### config.mk
export PLATFORM = sky130hd
export DESIGN_NAME = rbs_cmp
export DESIGN_NICKNAME = d
export VERILOG_FILES = /design/src/design/rbs_pkg.sv /design/src/design/rbs_cmp.sv
export SDC_FILE = /design/constraint.sdc
export NUM_CORES = 1
export LEC_CHECK = 0
export BUFFER_PORTS_ARGS = -buffer_cell sky130_fd_sc_hd__clkbuf_2
export CAP_MARGIN = 20
export CORE_AREA = 10 10 270 272
export DETAILED_ROUTE_END_ITERATION = 6
export DIE_AREA = 0 0 280 282
export PLACE_DENSITY = 0.45
export SYNTH_ARGS = -nofsm -noshare
export SYNTH_HDL_FRONTEND = slang
export SYNTH_SLANG_ARGS = --single-unit
export TNS_END_PERCENT = 50
### constraint.sdc
create_clock -name vclk -period 10.8
set_clock_uncertainty 0.15 [all_clocks]
set_input_delay 0.54 -clock vclk [all_inputs]
set_output_delay 0.54 -clock vclk [all_outputs]
set_load 0.02 [all_outputs]
### src/design/rbs_pkg.sv
`default_nettype none

package rbs_pkg;

  // Store depth used when the top level is not overridden.
  localparam int MAX_RECORDS_DEF = 16;

  localparam int NAME_W = 160;

  // One stored record, laid out exactly as the stream word (age in the low bits).
  typedef struct packed {
    logic [31:0] last_lo;
    logic [63:0] last_mid;
    logic [63:0] last_hi;
    logic [31:0] first_lo;
    logic [63:0] first_mid;
    logic [63:0] first_hi;
    logic [31:0] salary;
    logic [7:0]  age;
  } rec_t;

  localparam int REC_W = $bits(rec_t);

  typedef enum logic [1:0] {
    OP_LOAD  = 2'd0,
    OP_SORT  = 2'd1,
    OP_CLEAR = 2'd2
  } op_t;

  typedef enum logic [1:0] {
    KEY_AGE    = 2'd0,
    KEY_SALARY = 2'd1,
    KEY_FIRST  = 2'd2,
    KEY_LAST   = 2'd3
  } key_t;

endpackage

`default_nettype wire

### src/design/rbs_cmp.sv
`default_nettype none

// Compare unit: high when record a must go after record b on the chosen key.
module rbs_cmp (
  input  wire rbs_pkg::rec_t a,
  input  wire rbs_pkg::rec_t b,
  input  wire rbs_pkg::key_t key,
  output logic               a_after_b
);

  // Zero every byte that follows the first zero byte; the masked strings then
  // order as plain big-endian numbers, which matches strcmp.
  function automatic logic [rbs_pkg::NAME_W-1:0] mask_name(
    input logic [rbs_pkg::NAME_W-1:0] s
  );
    logic [19:0]                 nz;
    logic [rbs_pkg::NAME_W-1:0]  m;
    logic                        keep;
    for (int k = 0; k < 20; k++) begin
      nz[k] = (s[rbs_pkg::NAME_W-1-8*k -: 8] != 8'd0);
    end
    for (int k = 0; k < 20; k++) begin
      keep = 1'b1;
      for (int j = 0; j < k; j++) begin
        keep = keep & nz[j];
      end
      m[rbs_pkg::NAME_W-1-8*k -: 8] = keep ? s[rbs_pkg::NAME_W-1-8*k -: 8] : 8'd0;
    end
    return m;
  endfunction

  logic [rbs_pkg::NAME_W-1:0] name_a;
  logic [rbs_pkg::NAME_W-1:0] name_b;

  always_comb begin
    unique case (key)
      rbs_pkg::KEY_FIRST: begin
        name_a = mask_name({a.first_hi, a.first_mid, a.first_lo});
        name_b = mask_name({b.first_hi, b.first_mid, b.first_lo});
      end
      default: begin
        name_a = mask_name({a.last_hi, a.last_mid, a.last_lo});
        name_b = mask_name({b.last_hi, b.last_mid, b.last_lo});
      end
    endcase
  end

  always_comb begin
    unique case (key)
      rbs_pkg::KEY_AGE:    a_after_b = (a.age > b.age);
      rbs_pkg::KEY_SALARY: a_after_b = ($signed(a.salary) > $signed(b.salary));
      default:             a_after_b = (name_a > name_b);
    endcase
  end

endmodule

`default_nettype wire

==> qor.yml, run 1 <==
grt_pass1_vias: 14600
hpwl_um: 71100
routabilityCongestion: 0.968
final_common_cell: "clkbuf_2"
max-slew-margin-rel_pct: 25.0
post_cts_buffers: 0
holdBufCountCts: 0
slew_viol_final: 0
worstPathRequired_ns: 10.11
drive_above_1_share_pct: 39.2
setup_viol: 0
final_area_mm2: 0.0139
yosysSeqAreaShare_pct: 0
drt_iter0_markers: 890
synth_compound_area_share_pct: 39.9
grt.overflow.total: 0
cp.arrival_ns: 6.74
vias: 14000
routedWlPerCell_um: 26.9
synth_top_family_by_area: "compound AO/OA/AOI/OAI gates"
final_cell_mix: "723 x clkbuf_2, 200 x ha_1, 152 x a22oi_1, 152 x a22o_1, 146 x nor4_1"
nets: 2862
slowest_delay_ns: 0.99
crit_chain: "clkbuf_2, nor2b_2, buf_4, a21oi_4, and3_1, nor4b_4, and2_1, nor2b_1, a22o_1, ha_1, nand4_1, nor3_1, nand3_1, nor4_1, nand2_1, nor4b_1, a221o_1, clkbuf_2"
p_leak_nw: 6.99
die-area_mm2: 0.0790
max_clock_freq_mhz: 135
synth-simple-area-share_pct: 28.1
status: "finished, final reports clean"
worst_slew_pin_slew_ns: 1.12
grt_start_max_net_pins: 19
start_util_pct: 13.8
drc_errors: 0
yosys_warnings: 0
synth_cells: 1258
dp.cells: 2820
viasPerCell: 4.94
synth_fa_ha_area_share_pct: 26.8
cap_violations: 0
totalNegativeSetupSlack_ns: 0
placedInstanceArea_mm2: 0.0139
postLayoutSetupSlackWorst_ns: 3.37
p_per_area_mw_per_mm2: 47.1
rows: 96
ios: 723
finalNonFillerCells: 2825
chipHeight_um: 282
grt_util_all_layers_pct: 17.9
coreArea_mm2: 0.0677
crit_path_top_delay_cell: "nor4b_4"
whs_ns: 1.66
io_buffers: 723
fin_crit_sh_pct: 68.8
synth_xor_area_share_pct: 0
synth_cell_types: 61
ant_nets: 0
min_period_ns: 7.43
synth.area.mux_share_pct: 0.857
area_delta_synth_final_pct: 49.0
hold_path.class: "in -> out"
grt_antenna_before_repair: 34
cts_resized: 0
rsz0062_at_grt: "no"
crit_top_cell: "clkbuf_2"
avgSynthCellArea_um2: 7.43
post-place-ws_ns: 3.18
seq_cell_count: 0
syn-num-nets: 2180
grt_pass1_wl_um: 104000
n_fill_cell: 7760
ir_drop_mv: 0.0158
regArea_um2: 0
worstSetupPathType: "in -> out"
cp-start-kind: "primary input"
hold_viol: 0
cp_max_fo: 18
nClkBuffers: 0
end_kind: "output pin"
drt_first_pass_iters: 6
wl_um: 75900
die_x_um: 280
synth_area_mm2: 0.00935
report_power, final:
part | internal, W | switching (W)
registers | 0 | 0
logic | 0.000295 | 0.000362
clock network | 0.0000000000633 | 0
total | 0.000295 | 0.000362
final cells by class:
class                      count  area [um^2]  area share, %
multi-input combinational   1162         8960           64.3
inverter                      44          165           1.19
timing repair buffer         732         3690           26.5
tap                          882         1100           7.92
antenna                        5         12.5         0.0898
metal layers:
layer	GRT usage (%)	vias to the layer above	share of wire [%]
li1	-	6644	-
met1	19.6	6437	38
met2	33.6	722	51
met3	4.48	120	7.7
met4	4.67	32	2.7
met5	0	-	0.28
Yosys cell counts (4+ instances only):
library cell	number	area share, %
ha_1	200	27
a22o_1	152	14
a22oi_1	152	12
nor4_1	147	9.8
nand2_1	112	4.5
a21oi_1	76	4.1
inv_1	44	1.8
nand3_1	34	1.8
nand4_1	34	2.3
o21ai_0	28	1.5
nor2_1	27	1.1
clkbuf_1	26	1.0
a21o_1	22	1.8
and3_1	22	1.5
or4_1	18	1.4
and2_1	15	1.0
buf_2	14	0.75
nor2b_1	12	0.80
nor3_1	11	0.59
mux2i_1	8	0.86
a2111oi_0	6	0.56
a211oi_1	6	0.48
a21boi_2	6	0.72
and4_1	6	0.56
nand2b_1	6	0.40
a221oi_1	5	0.47
buf_1	5	0.20
o21a_1	5	0.40
buf_4	4	0.32
o211ai_1	4	0.32
o21ai_1	4	0.21
path summary, 6_finish.rpt:
| path | startpoint | end | slack (ns) | cells after the start |
|---|---|---|---|---|
| max | key[1] | a_after_b | 3.37 | 18 |
| min | key[1] | a_after_b | 1.66 | 5 |
through the flow:
| step | power (W) | utilization, % |
|---|---|---|
| 6_report | 0.000656 | 20.6 |
| 5_1_grt | 0.000733 | 20.6 |
| 4_1_cts | 0.000658 | 20.5 |
| 3_5_place_dp | 0.000653 | 20.5 |
| 3_3_place_gp | 0.000661 | 20.5 |
| 2_1_floorplan | 0.000343 | - |
worst max-delay path: cells and delay by family:
kind                       cells  cell delay [ns]
and+or+nand+nor               11             4.54
adders and majority gates      1             0.17
AOI/OAI and AO/OA              3             0.91
buffers and inverters          3             0.52
logic make-up after synthesis:
family | after synthesis
buffers and inverters | 96
adder cells (fa/ha/maj) | 200
AND/OR/NAND/NOR | 463
AO/OA/AOI/OAI | 491
multiplexers | 8
No activity file was read; power rests on OpenSTA's default activity.
==> run 2, diff against run 1 <==
clock period = 7 ns   (was 10.8 ns; I/O delays follow)
==> run 2 against run 1 <==
Final cell count increased by 0.50%. Largest power group unchanged. Count of clock-buffer cells in the layout stayed put. Combinational power increased by 54%. Global-route usage decreased by 0.085 points. First-iteration DRC count up 0.79%. Total power rose by 54%. Critical path depth unchanged. Wire length down 0.67%.
==> qor.yml, run 2 (synthesized netlist as in run 1, its figures left out) <==
status: "finished, final reports clean"
grt_antenna_before_repair: 26
max-slew-margin-rel_pct: 31.6
nets: 2872
drive_above_1_share_pct: 39.6
cp_max_fo: 12
routabilityCongestion: 0.993
coreArea_mm2: 0.0677
worst_slew_pin_slew_ns: 1.02
grt.overflow.total: 0
routedWlPerCell_um: 26.6
min_path_cells: 5
worstPathRequired_ns: 6.50
grt_util_all_layers_pct: 17.8
p_total_w: 0.00101
ant_nets: 0
io_buffers: 723
postLayoutSetupSlackWorst_ns: 0.463
vias: 14100
regArea_um2: 0
worstSetupPathType: "in -> out"
slew_viol_final: 0
die-area_mm2: 0.0790
p_leak_nw: 7.04
n_fill_cell: 7729
hold_path.class: "in -> out"
cap_violations: 0
die_x_um: 280
viasPerCell: 4.96
drt_first_pass_iters: 5
drt_iter0_markers: 897
ir_drop_mv: 0.0279
end_kind: "output pin"
max_clock_freq_mhz: 153
crit_top_cell: "clkbuf_2"
nClkBuffers: 0
seq_cell_count: 0
holdPathEnd: "a_after_b"
ios: 723
area_delta_synth_final_pct: 50.1
crit_chain: "clkbuf_2, nand2b_1, a21oi_4, a21boi_4, a21boi_2, nand3b_4, nor2_2, and2_1, a22oi_1, ha_1, nand4_1, nor2_1, nand3_1, nor4_1, nand2_1, nor4b_1, a221o_1, clkbuf_2"
grt_start_max_net_pins: 17
crit_family: "simple AND/OR/NAND/NOR gates"
cp-start-kind: "primary input"
fin_crit_sh_pct: 93.4
final_cell_mix: "723 x clkbuf_2, 200 x ha_1, 152 x a22oi_1, 152 x a22o_1, 145 x nor4_1"
chipHeight_um: 282
p_per_area_mw_per_mm2: 72.2
slowest_delay_ns: 0.71
hpwl_um: 71100
start_util_pct: 13.8
grt_pass1_wl_um: 104000
cp.arrival_ns: 6.04
drc_errors: 0
rows: 96
rsz0062_at_grt: "no"
crit_path_top_delay_cell: "nor4_1"
worstHoldStart: "key[1]"
setup_viol: 0
wl_um: 75400
path_buf_inv: 2
hold_viol: 0
grt_pass1_vias: 14600
post-place-ws_ns: 0.188
crit_start: "key[0]"
final_common_cell: "clkbuf_2"
min_period_ns: 6.54
[run 2: changes by cell type in the layout (fill, tap and decap cells not counted), sizes merged]
| cell | delta |
|---|---|
| buf | +10 |
| diode | +4 |
[run 2: repair_timing]
item                                    in CTS  in global routing
gates resized for setup                      0                  2
endpoints found under the setup margin       0                  1
setup buffers                                0                  0
hold buffers                                 0                  0
[run 2: report_power, final]
| group | internal, W | switching, W | leakage [nW] |
|---|---|---|---|
| combinational | 0.000459 | 0.000555 | 7.04 |
| clock | 0.000000000155 | 0 | 0.0000584 |
| sequential | 0 | 0 | 0 |
| total | 0.000459 | 0.000555 | 7.04 |
[run 2: how the worst max path moves through the flow]
stage | end | cells after the start | slack (ns)
final | a_after_b | 18 | 0.46
after global routing | a_after_b | 19 | 0.01
after detailed placement | a_after_b | 18 | 0.19
after floorplan | a_after_b | 19 | 2.05
after global placement | a_after_b | 18 | -0.37
after CTS | a_after_b | 18 | 0.17
[run 2: final cells by class]
cell class                      instances  area [um^2]  area share (%)
Tap cell                              882         1100            7.87
Timing Repair Buffer                  742         3770            26.8
Antenna cell                            9         22.5           0.161
Inverter                               44          165            1.18
Multi-Input combinational cell       1162         8970            64.0
[run 2: through the flow]
stage	area [um^2]	std cells	hold slack [ns]	util, %	TNS (ns)
after floorplan	9350	1258	0.920	-	0
after global placement	14000	2828	1.58	20.6	-0.375
after detailed placement	14000	2829	1.58	20.6	0
after CTS	14000	2829	1.58	20.6	0
after global routing	14000	2838	1.59	20.7	0
final	14000	2839	1.49	20.7	0
[run 2: routing by layer]
layer  routed length (um)  share of wire [%]  up-vias  global-route usage [%]
li1                     -                  -     6670                       -
met1                29100                 39     6500                    19.6
met2                38000                 50      765                    33.0
met3                 5480                7.3      119                    3.89
met4                 2710                3.6       16                    6.10
met5                   96               0.13        -                       0
